--- src/design/bsdot_pkg.sv ---
// ----------------------------------------------------------------------------
// bsdot_pkg
// Types, constants and helpers of the block scaled int8 dot accumulate unit
// ----------------------------------------------------------------------------
package bsdot_pkg;

  localparam int GroupWidth = 4;
  localparam int GrpIdxW    = (GroupWidth > 1) ? $clog2(GroupWidth) : 1;
  localparam int PsBits     = 17;
  localparam int MagW       = 80;
  localparam int ExpW       = 12;

  localparam logic [31:0] QNaN   = 32'h7FC0_0000;
  localparam logic [31:0] PosInf = 32'h7F80_0000;

  typedef struct packed {
    logic signed [7:0] act_0;
    logic signed [7:0] act_1;
    logic signed [7:0] act_2;
    logic signed [7:0] act_3;
    logic signed [3:0] wt_0;
    logic signed [3:0] wt_1;
    logic signed [3:0] wt_2;
    logic signed [3:0] wt_3;
    logic [31:0]       act_scale;
    logic [31:0]       wt_scale;
    logic              block_end;
    logic              row_end;
  } in_item_t;

  typedef struct packed {
    logic [31:0] dot_result;
  } out_item_t;

  typedef struct packed {
    logic start;
    logic clear;
  } mac_ctl_t;

  typedef struct packed {
    logic                     start;
    logic signed [PsBits-1:0] ps;
    logic [31:0]              act_scale;
    logic [31:0]              wt_scale;
    logic [31:0]              acc;
  } fp_req_t;

  typedef struct packed {
    logic        done;
    logic [31:0] result;
  } fp_rsp_t;

  typedef struct packed {
    logic        sign;
    logic [23:0] man;
    logic [7:0]  expo;
    logic        zero;
    logic        inf;
    logic        nan;
  } fp_dec_t;

  function automatic fp_dec_t fp_decode(input logic [31:0] b);
    fp_dec_t d;
    d.sign = b[31];
    d.man  = {(b[30:23] != 8'd0), b[22:0]};
    d.expo = (b[30:23] == 8'd0) ? 8'd1 : b[30:23];
    d.zero = (b[30:0] == 31'd0);
    d.inf  = (b[30:23] == 8'hFF) && (b[22:0] == 23'd0);
    d.nan  = (b[30:23] == 8'hFF) && (b[22:0] != 23'd0);
    return d;
  endfunction

endpackage

--- src/design/bsdot_if.sv ---
// ----------------------------------------------------------------------------
// bsdot channel interfaces
// Valid/ready channels for input groups and finished dot products
// ----------------------------------------------------------------------------
interface bsdot_in_if;
  logic                 valid;
  logic                 ready;
  bsdot_pkg::in_item_t  data;
  modport source (output valid, output data, input ready);
  modport sink (input valid, input data, output ready);
endinterface

interface bsdot_out_if;
  logic                 valid;
  logic                 ready;
  bsdot_pkg::out_item_t data;
  modport source (output valid, output data, input ready);
  modport sink (input valid, input data, output ready);
endinterface

--- src/design/bsdot_mac.sv ---
// ----------------------------------------------------------------------------
// bsdot_mac
// Integer partial sum: one int8 x int4 product added per cycle
// ----------------------------------------------------------------------------
module bsdot_mac (
  input  logic                                clk_i,
  input  logic                                rst_ni,
  input  bsdot_pkg::mac_ctl_t                 ctl_i,
  input  bsdot_pkg::in_item_t                 item_i,
  output logic                                done_o,
  output logic signed [bsdot_pkg::PsBits-1:0] ps_o
);

  localparam int PW = bsdot_pkg::PsBits;
  localparam int IW = bsdot_pkg::GrpIdxW;

  logic                  busy_q;
  logic [IW-1:0]         idx_q;
  logic signed [PW-1:0]  ps_q;
  logic signed [PW-1:0]  ps_d;
  logic signed [7:0]     act_sel;
  logic signed [3:0]     wt_sel;
  logic signed [11:0]    prod;

  always_comb begin
    case (idx_q)
      IW'(0): begin
        act_sel = item_i.act_0;
        wt_sel  = item_i.wt_0;
      end
      IW'(1): begin
        act_sel = item_i.act_1;
        wt_sel  = item_i.wt_1;
      end
      IW'(2): begin
        act_sel = item_i.act_2;
        wt_sel  = item_i.wt_2;
      end
      default: begin
        act_sel = item_i.act_3;
        wt_sel  = item_i.wt_3;
      end
    endcase
  end

  assign prod   = act_sel * wt_sel;
  assign ps_d   = ps_q + {{(PW-12){prod[11]}}, prod};
  assign done_o = busy_q && (idx_q == IW'(bsdot_pkg::GroupWidth - 1));
  assign ps_o   = ps_q;

  always_ff @(posedge clk_i or negedge rst_ni) begin
    if (!rst_ni) begin
      busy_q <= 1'b0;
      idx_q  <= '0;
      ps_q   <= '0;
    end else begin
      if (ctl_i.clear) begin
        ps_q <= '0;
      end
      if (ctl_i.start) begin
        busy_q <= 1'b1;
        idx_q  <= '0;
      end else if (busy_q) begin
        ps_q  <= ps_d;
        idx_q <= idx_q + IW'(1);
        if (done_o) begin
          busy_q <= 1'b0;
        end
      end
    end
  end

endmodule

--- src/design/bsdot_fpu.sv ---
// ----------------------------------------------------------------------------
// bsdot_fpu
// Block scale step: fp32 round of sum x weight scale, then fused multiply-add
// into the accumulator, on one multiplier and one shared shift/round datapath
// ----------------------------------------------------------------------------
module bsdot_fpu (
  input  logic                clk_i,
  input  logic                rst_ni,
  input  bsdot_pkg::fp_req_t  req_i,
  output bsdot_pkg::fp_rsp_t  rsp_o
);

  localparam int MW  = bsdot_pkg::MagW;
  localparam int EW  = bsdot_pkg::ExpW;
  localparam int PW  = bsdot_pkg::PsBits;
  localparam int Sh1 = MW - 1 - (PW + 24);
  localparam int Sh2 = MW - 1 - 48;
  localparam int Sh3 = MW - 1 - 24;

  localparam logic signed [EW-1:0] Off1  = EW'(150 + Sh1);
  localparam logic signed [EW-1:0] Off2  = EW'(300 + Sh2);
  localparam logic signed [EW-1:0] Off3  = EW'(150 + Sh3);
  localparam logic signed [EW-1:0] BiasN = EW'(127 + MW - 2);

  localparam logic [3:0] FIdle   = 4'd0;
  localparam logic [3:0] FChk1   = 4'd1;
  localparam logic [3:0] FMul2   = 4'd2;
  localparam logic [3:0] FAlign  = 4'd3;
  localparam logic [3:0] FAdd    = 4'd4;
  localparam logic [3:0] FNorm   = 4'd5;
  localparam logic [3:0] FDenorm = 4'd6;
  localparam logic [3:0] FRnd    = 4'd7;
  localparam logic [3:0] FDone   = 4'd8;

  function automatic logic signed [EW-1:0] ext8(input logic [7:0] x);
    return $signed({{(EW-8){1'b0}}, x});
  endfunction

  function automatic logic [MW-1:0] shr1(input logic [MW-1:0] m);
    return {1'b0, m[MW-1:2], m[1] | m[0]};
  endfunction

  function automatic logic [MW-1:0] shr8(input logic [MW-1:0] m);
    return {8'b0, m[MW-1:9], |m[8:0]};
  endfunction

  logic [3:0]           state_q, state_d;
  logic                 phase_q, phase_d;
  logic signed [PW-1:0] ps_q, ps_d;
  logic [31:0]          wsc_q, wsc_d;
  logic [31:0]          asc_q, asc_d;
  logic [31:0]          accin_q, accin_d;
  logic [31:0]          prod_q, prod_d;
  logic [31:0]          res_q, res_d;
  logic [MW-1:0]        main_q, main_d;
  logic [MW-1:0]        aux_q, aux_d;
  logic signed [EW-1:0] em_q, em_d;
  logic signed [EW-1:0] ea_q, ea_d;
  logic                 sm_q, sm_d;
  logic                 sa_q, sa_d;

  bsdot_pkg::fp_dec_t   wd, pd, xd, cd;
  logic [PW-1:0]        ps_abs;
  logic                 sgn1, ps_zero, sp, pinf, pzero;
  logic [23:0]          mul_a, mul_b;
  logic [47:0]          mul;
  logic signed [EW-1:0] dexp, bexp, fexp;
  logic [23:0]          keep;
  logic                 guard, sticky, round_up, ovf;
  logic [24:0]          keep25;
  logic [31:0]          rnd;

  assign wd      = bsdot_pkg::fp_decode(wsc_q);
  assign pd      = bsdot_pkg::fp_decode(prod_q);
  assign xd      = bsdot_pkg::fp_decode(asc_q);
  assign cd      = bsdot_pkg::fp_decode(accin_q);
  assign ps_abs  = ps_q[PW-1] ? PW'(-ps_q) : PW'(ps_q);
  assign ps_zero = (ps_q == '0);
  assign sgn1    = wsc_q[31] ^ ps_q[PW-1];
  assign sp      = prod_q[31] ^ asc_q[31];
  assign pinf    = pd.inf | xd.inf;
  assign pzero   = pd.zero | xd.zero;

  // one multiplier serves both the weight scale and the activation scale step
  always_comb begin
    if (state_q == FMul2) begin
      mul_a = pd.man;
      mul_b = xd.man;
    end else begin
      mul_a = {{(24-PW){1'b0}}, ps_abs};
      mul_b = wd.man;
    end
  end
  assign mul = mul_a * mul_b;

  assign dexp = em_q - ea_q;

  // round to nearest even from the normalized magnitude
  assign keep     = main_q[MW-2 -: 24];
  assign guard    = main_q[MW-26];
  assign sticky   = |main_q[MW-27:0];
  assign round_up = guard & (sticky | keep[0]);
  assign keep25   = {1'b0, keep} + 25'(round_up);
  assign bexp     = em_q + BiasN;
  always_comb begin
    if (keep25[24]) begin
      fexp = bexp + EW'(1);
    end else if (keep25[23]) begin
      fexp = bexp;
    end else begin
      fexp = '0;
    end
  end
  assign ovf = (fexp >= EW'(255));
  assign rnd = ovf ? {sm_q, bsdot_pkg::PosInf[30:0]}
                   : {sm_q, fexp[7:0], (keep25[24] ? 23'd0 : keep25[22:0])};

  always_comb begin
    state_d = state_q;
    phase_d = phase_q;
    ps_d    = ps_q;
    wsc_d   = wsc_q;
    asc_d   = asc_q;
    accin_d = accin_q;
    prod_d  = prod_q;
    res_d   = res_q;
    main_d  = main_q;
    aux_d   = aux_q;
    em_d    = em_q;
    ea_d    = ea_q;
    sm_d    = sm_q;
    sa_d    = sa_q;
    case (state_q)
      FIdle: begin
        if (req_i.start) begin
          ps_d    = req_i.ps;
          wsc_d   = req_i.wt_scale;
          asc_d   = req_i.act_scale;
          accin_d = req_i.acc;
          state_d = FChk1;
        end
      end
      FChk1: begin
        if (wd.nan || (wd.inf && ps_zero)) begin
          prod_d  = bsdot_pkg::QNaN;
          state_d = FMul2;
        end else if (wd.inf) begin
          prod_d  = {sgn1, bsdot_pkg::PosInf[30:0]};
          state_d = FMul2;
        end else if (wd.zero || ps_zero) begin
          prod_d  = {sgn1, 31'd0};
          state_d = FMul2;
        end else begin
          main_d  = {1'b0, mul[PW+23:0], {Sh1{1'b0}}};
          em_d    = ext8(wd.expo) - Off1;
          sm_d    = sgn1;
          phase_d = 1'b0;
          state_d = FNorm;
        end
      end
      FMul2: begin
        if (pd.nan || xd.nan || cd.nan || (pinf && pzero) ||
            (pinf && cd.inf && (sp != cd.sign))) begin
          res_d   = bsdot_pkg::QNaN;
          state_d = FDone;
        end else if (pinf) begin
          res_d   = {sp, bsdot_pkg::PosInf[30:0]};
          state_d = FDone;
        end else if (cd.inf) begin
          res_d   = accin_q;
          state_d = FDone;
        end else if (pzero) begin
          res_d   = cd.zero ? {sp & cd.sign, 31'd0} : accin_q;
          state_d = FDone;
        end else begin
          main_d  = {1'b0, mul, {Sh2{1'b0}}};
          em_d    = ext8(pd.expo) + ext8(xd.expo) - Off2;
          sm_d    = sp;
          aux_d   = {1'b0, cd.man, {Sh3{1'b0}}};
          ea_d    = ext8(cd.expo) - Off3;
          sa_d    = cd.sign;
          phase_d = 1'b1;
          state_d = cd.zero ? FNorm : FAlign;
        end
      end
      FAlign: begin
        if (dexp < 0) begin
          main_d = aux_q;
          aux_d  = main_q;
          em_d   = ea_q;
          ea_d   = em_q;
          sm_d   = sa_q;
          sa_d   = sm_q;
        end else if (dexp == 0) begin
          state_d = FAdd;
        end else if (dexp >= 88) begin
          aux_d   = {{(MW-1){1'b0}}, |aux_q};
          ea_d    = em_q;
          state_d = FAdd;
        end else if (dexp >= 8) begin
          aux_d = shr8(aux_q);
          ea_d  = ea_q + EW'(8);
        end else begin
          aux_d = shr1(aux_q);
          ea_d  = ea_q + EW'(1);
        end
      end
      FAdd: begin
        if (sm_q == sa_q) begin
          main_d = main_q + aux_q;
        end else if (main_q == aux_q) begin
          main_d = '0;
          sm_d   = 1'b0;
        end else if (main_q > aux_q) begin
          main_d = main_q - aux_q;
        end else begin
          main_d = aux_q - main_q;
          sm_d   = sa_q;
        end
        state_d = FNorm;
      end
      FNorm: begin
        if (main_q == '0) begin
          res_d   = {sm_q, 31'd0};
          state_d = FDone;
        end else if (main_q[MW-1]) begin
          main_d = shr1(main_q);
          em_d   = em_q + EW'(1);
        end else if (main_q[MW-2 -: 8] == 8'd0) begin
          main_d = main_q << 8;
          em_d   = em_q - EW'(8);
        end else if (!main_q[MW-2]) begin
          main_d = main_q << 1;
          em_d   = em_q - EW'(1);
        end else begin
          state_d = FDenorm;
        end
      end
      FDenorm: begin
        if (bexp <= -7) begin
          main_d = shr8(main_q);
          em_d   = em_q + EW'(8);
        end else if (bexp < 1) begin
          main_d = shr1(main_q);
          em_d   = em_q + EW'(1);
        end else begin
          state_d = FRnd;
        end
      end
      FRnd: begin
        if (phase_q) begin
          res_d   = rnd;
          state_d = FDone;
        end else begin
          prod_d  = rnd;
          state_d = FMul2;
        end
      end
      FDone: begin
        state_d = FIdle;
      end
      default: begin
        state_d = FIdle;
      end
    endcase
  end

  always_ff @(posedge clk_i or negedge rst_ni) begin
    if (!rst_ni) begin
      state_q <= FIdle;
      phase_q <= 1'b0;
    end else begin
      state_q <= state_d;
      phase_q <= phase_d;
    end
  end

  always_ff @(posedge clk_i) begin
    ps_q    <= ps_d;
    wsc_q   <= wsc_d;
    asc_q   <= asc_d;
    accin_q <= accin_d;
    prod_q  <= prod_d;
    res_q   <= res_d;
    main_q  <= main_d;
    aux_q   <= aux_d;
    em_q    <= em_d;
    ea_q    <= ea_d;
    sm_q    <= sm_d;
    sa_q    <= sa_d;
  end

  assign rsp_o.done   = (state_q == FDone);
  assign rsp_o.result = res_q;

endmodule

--- src/design/block_scaled_int8_dot_accumulate_unit.sv ---
// ----------------------------------------------------------------------------
// block_scaled_int8_dot_accumulate_unit
// One output element of a block-quantized int8 x int4 matrix product
// ----------------------------------------------------------------------------
// in_i carries one k group per transaction: four int8 activations, four
// centered 4-bit weights, both fp32 block scales and the block_end and
// row_end marks. out_o carries the fp32 dot product once per row_end group.
// A group runs its GroupWidth products in turn on the shared int8 x int4
// multiply-add, and the next group is accepted only once it is through.
// On block_end the fp sequencer runs after the multiply-add: its single
// shifter normalizes and aligns 8 or 1 bit per cycle and runs twice (weight
// scale product, then fused multiply-add with the activation scale).
// in_i.ready is high only while the block is idle.
// The result sits in an output register; the next group is accepted while
// it waits, and a later row_end group stalls only until out_o takes it.
// Reset clears the partial sum to 0 and the accumulator to +0.
// ----------------------------------------------------------------------------
module block_scaled_int8_dot_accumulate_unit (
  input  logic               clk_i,
  input  logic               rst_ni,
  bsdot_in_if.sink           in_i,
  bsdot_out_if.source        out_o
);

  localparam logic [2:0] TIdle = 3'd0;
  localparam logic [2:0] TMac  = 3'd1;
  localparam logic [2:0] TFpGo = 3'd2;
  localparam logic [2:0] TFp   = 3'd3;
  localparam logic [2:0] TEmit = 3'd4;

  logic [2:0]                                state_q, state_d;
  bsdot_pkg::in_item_t                       item_q;
  logic [31:0]                               acc_q, acc_d;
  logic [31:0]                               out_q, out_d;
  logic                                      out_valid_q, out_valid_d;
  logic                                      accept;
  logic                                      emit;
  logic                                      mac_done;
  logic signed [bsdot_pkg::PsBits-1:0]       mac_ps;
  bsdot_pkg::mac_ctl_t                       mac_ctl;
  bsdot_pkg::fp_req_t                        fp_req;
  bsdot_pkg::fp_rsp_t                        fp_rsp;

  assign in_i.ready = (state_q == TIdle);
  assign accept     = in_i.valid && in_i.ready;
  assign emit       = (state_q == TEmit) && item_q.row_end &&
                      (!out_valid_q || out_o.ready);

  assign mac_ctl.start = accept;
  assign mac_ctl.clear = (state_q == TFp) && fp_rsp.done;

  bsdot_mac u_mac (
    .clk_i  (clk_i),
    .rst_ni (rst_ni),
    .ctl_i  (mac_ctl),
    .item_i (item_q),
    .done_o (mac_done),
    .ps_o   (mac_ps)
  );

  assign fp_req.start     = (state_q == TFpGo);
  assign fp_req.ps        = mac_ps;
  assign fp_req.act_scale = item_q.act_scale;
  assign fp_req.wt_scale  = item_q.wt_scale;
  assign fp_req.acc       = acc_q;

  bsdot_fpu u_fpu (
    .clk_i  (clk_i),
    .rst_ni (rst_ni),
    .req_i  (fp_req),
    .rsp_o  (fp_rsp)
  );

  always_comb begin
    state_d     = state_q;
    acc_d       = acc_q;
    out_d       = out_q;
    out_valid_d = out_valid_q && !out_o.ready;
    case (state_q)
      TIdle: begin
        if (accept) begin
          state_d = TMac;
        end
      end
      TMac: begin
        if (mac_done) begin
          state_d = item_q.block_end ? TFpGo : TEmit;
        end
      end
      TFpGo: begin
        state_d = TFp;
      end
      TFp: begin
        if (fp_rsp.done) begin
          acc_d   = fp_rsp.result;
          state_d = TEmit;
        end
      end
      TEmit: begin
        if (!item_q.row_end) begin
          state_d = TIdle;
        end else if (emit) begin
          out_d       = acc_q;
          out_valid_d = 1'b1;
          acc_d       = '0;
          state_d     = TIdle;
        end
      end
      default: begin
        state_d = TIdle;
      end
    endcase
  end

  always_ff @(posedge clk_i or negedge rst_ni) begin
    if (!rst_ni) begin
      state_q     <= TIdle;
      acc_q       <= '0;
      out_valid_q <= 1'b0;
    end else begin
      state_q     <= state_d;
      acc_q       <= acc_d;
      out_valid_q <= out_valid_d;
    end
  end

  always_ff @(posedge clk_i) begin
    out_q <= out_d;
    if (accept) begin
      item_q <= in_i.data;
    end
  end

  assign out_o.valid           = out_valid_q;
  assign out_o.data.dot_result = out_q;

endmodule

--- src/flat_wrapper.sv ---
// flat-port wrapper written by rule: the top's interface ports become plain ports
module block_scaled_int8_dot_accumulate_unit_flat 
  (clk_i, rst_ni, in_i_valid, in_i_data, in_i_ready, out_o_valid, out_o_data, out_o_ready);
  bsdot_in_if in_i_i ();
  bsdot_out_if out_o_i ();
  input  logic clk_i;
  input  logic rst_ni;
  input wire logic [$bits(in_i_i.valid)-1:0] in_i_valid;
  input wire logic [$bits(in_i_i.data)-1:0] in_i_data;
  output wire logic [$bits(in_i_i.ready)-1:0] in_i_ready;
  output wire logic [$bits(out_o_i.valid)-1:0] out_o_valid;
  output wire logic [$bits(out_o_i.data)-1:0] out_o_data;
  input wire logic [$bits(out_o_i.ready)-1:0] out_o_ready;
  assign in_i_i.valid = in_i_valid;
  assign in_i_i.data = in_i_data;
  assign in_i_ready = in_i_i.ready;
  assign out_o_valid = out_o_i.valid;
  assign out_o_data = out_o_i.data;
  assign out_o_i.ready = out_o_ready;
  block_scaled_int8_dot_accumulate_unit u_core (.clk_i(clk_i), .rst_ni(rst_ni), .in_i(in_i_i), .out_o(out_o_i));
endmodule
--- config.mk ---
export PLATFORM = sky130hd
export DESIGN_NAME = block_scaled_int8_dot_accumulate_unit_flat
export DESIGN_NICKNAME = d
export VERILOG_FILES = /design/src/design/bsdot_pkg.sv /design/src/design/bsdot_if.sv /design/src/design/bsdot_mac.sv /design/src/design/bsdot_fpu.sv /design/src/design/block_scaled_int8_dot_accumulate_unit.sv /design/src/flat_wrapper.sv
export SDC_FILE = /design/constraint.sdc
export NUM_CORES = 2
export LEC_CHECK = 0
export BUFFER_PORTS_ARGS = -buffer_cell sky130_fd_sc_hd__buf_2
export CELL_PAD_IN_SITES_DETAIL_PLACEMENT = 0
export CELL_PAD_IN_SITES_GLOBAL_PLACEMENT = 1
export CORE_ASPECT_RATIO = 0.8
export CORE_UTILIZATION = 40
export CTS_CLUSTER_SIZE = 20
export DETAILED_ROUTE_END_ITERATION = 8
export MAX_ROUTING_LAYER = met4
export PLACE_DENSITY_LB_ADDON = 0.1
export SYNTH_ARGS = -nofsm -noshare
export SYNTH_HDL_FRONTEND = slang
export SYNTH_SLANG_ARGS = --single-unit
--- constraint.sdc ---
create_clock -name clk_i -period 17.4 [get_ports clk_i]
set_clock_uncertainty 0.1 [all_clocks]
set_input_delay 1.74 -clock clk_i [delete_from_list [all_inputs] [get_ports clk_i]]
set_output_delay 1.74 -clock clk_i [all_outputs]
set_load 0.005 [all_outputs]
Word level (Yosys, flattened, before mapping)

Cells that the tools add are included.

Input bits: 118
Output and inout bits: 34
Bits in registers: 570

Bitwise logic cells: 9
Mux-type cells: 145
Reductions and logical operators: 81
Multiply operators: 2
Magnitude comparators: 7
Add/subtract/negate cells: 20
Equality and inequality tests: 55

Operator list:

| kind                             | number |
|---|---|
| two-way mux 80 bit               | 22 |
| case mux 80 bit (6 select lines) | 1 |
| two-way mux 32 bit               | 14 |
| two-way mux 12 bit               | 24 |
| two-way mux 79 bit               | 3 |
| case mux 80 bit (2 select lines) | 1 |
| subtractor 80 bit                | 2 |
| case mux 32 bit (2 select lines) | 2 |
| logical NOT 31 bit               | 4 |
| case mux 32 bit (3 select lines) | 1 |
| logical NOT 23 bit               | 4 |
| nonzero test 23 bit              | 4 |
| adder 80 bit                     | 1 |
| equality test 80 bit             | 1 |
| greater-than comparator 80 bit   | 1 |
| logical NOT 80 bit               | 1 |
| OR reduction 80 bit              | 1 |
| two-way mux 17 bit               | 4 |
| two-way mux 4 bit                | 15 |
| case mux 12 bit (5 select lines) | 1 |
| OR reduction 54 bit              | 1 |
| multiplier 24 x 24 -> 48 bit     | 1 |
| two-way mux 24 bit               | 2 |
| logical NOT 8 bit                | 5 |
| 75 further kinds                 | 203 |

Longest topological paths before layout

Depth in word-level cells: 10
Gate-level depth with buffers: 36

Hierarchy

From an unflattened synthesis, not the netlist that was laid out.

Cells, all modules: 7711
Area total of the unflattened synthesis: 66139.7 µm²

By module, submodules not included:

| module                                | area an instance (µm²) | cells an instance | seq. area each (µm²) | times used |
|---|---|---|---|---|
| bsdot_fpu                             | 56968.4                | 7033              | 11025.6              | 1 |
| block_scaled_int8_dot_accumulate_unit | 6314.8                 | 358               | 5285.1               | 1 |
| bsdot_mac                             | 2856.5                 | 320               | 500.5                | 1 |

Least setup slack after synthesis

OpenSTA, ideal clock, no wires.

Kind: reg-to-reg
Start: register u_core.u_fpu.em_q[0]
End: register u_core.u_fpu.aux_q[0], enable pin
Arrival time: 9.501 ns
Setup time: 0.659 ns
Slack: 7.139 ns
Required time: 16.641 ns
Path buffers: 3
Period minus slack after synthesis: 10.261 ns
Stages on the path, launching flop included: 17
Cells stage by stage: edfxtp_1 -> clkbuf_1 -> inv_1 -> ha_1 -> fa_1 -> nor2b_1 -> o21ai_0 -> a21boi_0 -> o21a_1 -> nor3_1 -> mux2_2 -> a32o_1 -> a21o_1 -> clkbuf_1 -> clkbuf_1 -> nor3b_1 -> o21ai_0

Word-level cells in the longest chain between the ends: 4

RTL lines:

| item                                                               | line                               | RTL |
|---|---|---|
| from (decl)                                                        | bsdot_fpu.sv:57                    | `logic signed [EW-1:0] em_q, em_d;` |
| from (signal assigned)                                             | bsdot_fpu.sv:287                   | `em_q <= em_d;` |
| subtractor 12 bit *                                                | bsdot_fpu.sv:96                    | `assign dexp = em_q - ea_q;` |
| < comparator 12 x 1 -> 1 bit or logical NOT 32 bit (tied branches) | bsdot_fpu.sv:187, bsdot_fpu.sv:194 |  |
| inequality test 3 bit (no source line) *                           | -                                  |  |
| AND reduction 6 bit (no source line) *                             | -                                  |  |
| to (signal assigned)                                               | bsdot_fpu.sv:286                   | `aux_q <= aux_d;` |
| to (decl)                                                          | bsdot_fpu.sv:56                    | `logic [MW-1:0] aux_q, aux_d;` |

Every way passes the cells marked *; elsewhere a longest branch is shown, timed or not.
A chain may end at the register's enable or synchronous reset.

Worst setup path after layout

Start: register u_core.u_fpu.state_q[2]
End: register u_core.u_fpu.main_q[71], data pin

Word-level cells in the longest chain between the ends: 8

RTL lines:

| item                               | line                              | RTL |
|---|---|---|
| from (decl)                        | bsdot_fpu.sv:47                   | `logic [3:0] state_q, state_d;` |
| from (signal assigned)             | bsdot_fpu.sv:270                  | `state_q <= FIdle;` |
| from (signal assigned)             | bsdot_fpu.sv:273                  | `state_q <= state_d;` |
| equality test 4 x 2 -> 1 bit       | bsdot_fpu.sv:86, bsdot_fpu.sv:133 |  |
| two-way mux 24 bit                 | bsdot_fpu.sv:86                   | `if (state_q == FMul2) begin` |
| multiplier 24 x 24 -> 48 bit       | bsdot_fpu.sv:94                   | `assign mul = mul_a * mul_b;` |
| two-way mux 80 bit                 | bsdot_fpu.sv:172                  | `end else if (pzero) begin` |
| two-way mux 80 bit                 | bsdot_fpu.sv:169                  | `end else if (cd.inf) begin` |
| two-way mux 80 bit                 | bsdot_fpu.sv:166                  | `end else if (pinf) begin` |
| two-way mux 80 bit                 | bsdot_fpu.sv:162                  | `if (pd.nan \|\| xd.nan \|\| cd.nan \|\| (pinf && pzero) \|\|` |
| case mux 80 bit (6 select lines) * | bsdot_fpu.sv:133                  | `case (state_q)` |
| named net u_core.u_fpu.main_d[71]  | bsdot_fpu.sv:55                   | `logic [MW-1:0] main_q, main_d;` |
| to (signal assigned)               | bsdot_fpu.sv:285                  | `main_q <= main_d;` |
| to (decl)                          | bsdot_fpu.sv:55                   |  |

Mark *: on every way through the listed nets, which the timed path passes. The rest lies on a longest branch. The select of a mux whose other input is x is not followed.

==> results_dict.tcl <==
set metrics [dict create \
    global_route.overflow_total 0 \
    chipWidth_um 460.3 \
    synth_compound_gate_area_share_pct 21.02 \
    fraction_of_post_synthesis_cell_area_in_the_top_cell_type_by_area_pct 22.74 \
    pre_cts_slack_ns 6.972 \
    grt_start_max_net_pins 159 \
    slew_headroom_pct 9.547 \
    place.detailed.hpwl_um 247300 \
    clock-root-buffer "sky130_fd_sc_hd__clkbuf_16" \
    drive_above_1_share_pct 7.203 \
    placementRows 134 \
    top_count_cell_post_synth "sky130_fd_sc_hd__inv_1" \
    fp.dieArea_mm2 0.1697 \
    totalNegativeSetupSlack_ns 0 \
    io-pin-count 152 \
    cts_setup_buffers 0 \
    post_cts_resize_count 0 \
    area.growth.synth_to_final_pct 8.327 \
    async_flop_share_pct 10.70 \
    clock_tree_from_tritoncts "yes" \
    cap_viol_max_count 0 \
    synth.cell_area_mm2 0.06721 \
    synth-main-ff-cell "sky130_fd_sc_hd__edfxtp_1" \
    cts_buffers 69 \
    worstHoldPathType "reg -> reg" \
    tightestPinTransition_ns 1.344 \
    timing.critical_path.fanout_max 158 \
    setup.worst_path.end_class "flip-flop" \
    grt_antenna_before_repair 12 \
    timing.final.crit_period_ns 10.70 \
    first_iter_violations 9207 \
    core_area_mm2 0.1668 \
    cts_htree_levels 3 \
    synth.distinct_cells 109 \
    synth.cells.most_frequent "sky130_fd_sc_hd__inv_1, sky130_fd_sc_hd__nor2_1, sky130_fd_sc_hd__nand2_1" \
    synth_area_per_cell_um2 8.300 \
    maxClockFrequency_mhz 93.43 \
    synth_seq_cells 570 \
    unrepaired_setup_endpoints_after_global_routing "no" \
    timing.critical_path.from_type "flip-flop" \
    synth_sequential_area_ratio_pct 25.01 \
    post-route-worst-setup-slack_ns 6.697 \
    groute.usage.overall_pct 37.62 \
    synth_edf_count 509 \
    synth.net_count 9216 \
    effective_utilization_at_floorplan_pct 40.29 \
    wl_um 316800 \
    dominant_combinational_cell_family_by_area_after_synthesis "adder cells" \
    finalHoldViolations 0 \
    cp.arrival_ns 11.07 \
    maximum_number_of_buffers_from_clock_root_to_sink 3 \
    placement_cell_area_mm2 0.07047 \
    gp_congestion 1.042 \
    final-max-slew-violation-count 0 \
    number_of_buffer_cells_added_on_primary_ports 151 \
    cell_type_with_the_largest_total_area_after_synthesis "sky130_fd_sc_hd__edfxtp_1" \
    yosys_warnings 0 \
    cts_sinks 570 \
    number_of_nets_in_the_layout 9144 \
    drt-pass1-iter-count 8 \
    cpPeakStageDelay_ns 0.91 \
    detail_route.vias_per_cell 6.290 \
    stdcell_count 10340 \
    worst_skew_pair.late_latency_ns 0.75 \
    run_status "finished, final reports clean" \
    wl_per_cell_um 30.65 \
    vias 65010 \
    place.detailed.instances 10200 \
    biggest_area_contributors_in_the_synthesized_netlist "sky130_fd_sc_hd__edfxtp_1, sky130_fd_sc_hd__fa_1, sky130_fd_sc_hd__ha_1" \
    grt_first_pass_wirelength_um 451000 \
    fin_area_mm2 0.07280 \
    clk_pin_slew_worst_paths_ns 0.08 \
    route.detailed.drc 0 \
    first_global_vias 61060 \
    die_h_um 368.6 \
    drt.antenna.violating_nets 0 \
    synthAdderAreaFrac_pct 24.29 \
    cts_hold_repair.buffers 0 \
    path_common_cell "sky130_fd_sc_hd__fa_1" \
    worstPathRequired_ns 17.77 \
    setup_violations 0 \
    synthesis.instances 8097 \
    worst-setup-path-type "reg -> reg" \
    final.period_utilization_pct 61.51 \
    slowest_stage "sky130_fd_sc_hd__mux2i_1" \
    synth_simple_gate_area_share_pct 17.50 \
    synth_mux_area_share_pct 1.476 \
    synth-xor-area-share_pct 2.737 \
]
[worst paths after layout]
kind / startpoint / to / slack (ns) / cells past startpoint
worst max-delay path: u_core.u_fpu.state_q[2]$_DFFE_PN0P_ / u_core.u_fpu.main_q[71]$_DFFE_PP_ / 6.70 / 29
worst min-delay path: u_core.fp_req[68]$_DFFE_PP_ / u_core.u_fpu.asc_q[4]$_DFFE_PP_ / 0.30 / 0
worst max register to register: u_core.u_fpu.state_q[2]$_DFFE_PN0P_ / u_core.u_fpu.main_q[71]$_DFFE_PP_ / 6.70 / 29
worst min register to register: u_core.fp_req[68]$_DFFE_PP_ / u_core.u_fpu.asc_q[4]$_DFFE_PP_ / 0.30 / 0
max in group asynchronous: rst_ni / u_core.u_fpu.state_q[0]$_DFFE_PN0P_ / 15.44 / 2
min in group asynchronous: rst_ni / u_core.u_mac.ps_o[9]$_DFF_PN0_ / 1.12 / 2
[layout by cell type, fill, tap and decap left out, drive strengths merged, types with 133 or more instances in the layout]
cell,instances
edfxtp,509
ha,495
o21ai,516
nor3,133
nand2,859
inv,926
nor2,860
buf,321
fa,506
xnor2,146
a21oi,718
nand3,166
[layout make-up]
class                   count  area (um^2)
repair buffers            321         2044
fillers                 16920        94020
diodes                     12        30.03
multi-input cells        6138        45340
inverters                 925         3475
clock buffers              83         1779
well taps                2244         2808
clock inverters            43        520.5
flip-flops and latches    570        16810
[sequential cells by signal (all words and copies together) (netlist names), 50 cells and up]
signal	flops
u_core.u_fpu.aux_q	80
u_core.u_fpu.main_q	80
u_core.fp_req	64
u_core.item_q	50
[metrics by stage]
step,utilization (%),hold WS (ns)
after global placement,42.24,0.3045
after detailed placement,42.24,0.3045
after global routing,43.64,0.3047
after CTS,43.62,0.2968
after floorplan,-,0.3003
final,43.64,0.2988
[metal layers]
layer,track usage (%),wire (um),part of all wire [%],vias to the layer above
met4,9.236,8288,2.6,0
met3,8.531,34640,11,406
li1,-,-,-,28160
met1,56.15,146300,46,32800
met5,-,0,0,-
met2,50.46,127500,40,3644
[cell families (layout without fill, tap and decap cells)]
| group | Yosys count | in the layout |
|---|---|---|
| AO/OA/AOI/OAI | 2240 | 2240 |
| XOR/XNOR | 210 | 210 |
| adder cells (fa/ha/maj) | 1001 | 1001 |
| buffers and inverters | 1389 | 1372 |
| flip-flops | 570 | 570 |
| multiplexers | 97 | 97 |
| other | 0 | 12 |
| AND/OR/NAND/NOR | 2590 | 2590 |
[critical path: cells and delay by family, from the launching register on]
family	cells	cell delay, ns
xor+xnor	1	0.14
fa+ha+maj	8	3.64
mux	1	0.91
buf+inv	5	0.74
simple gates	6	1.69
flops	1	0.49
compound gates	8	2.46
Power is left out: the tool's default activity adds up to more than one toggle a clock period on the data nets, which glitch-free logic cannot reach.
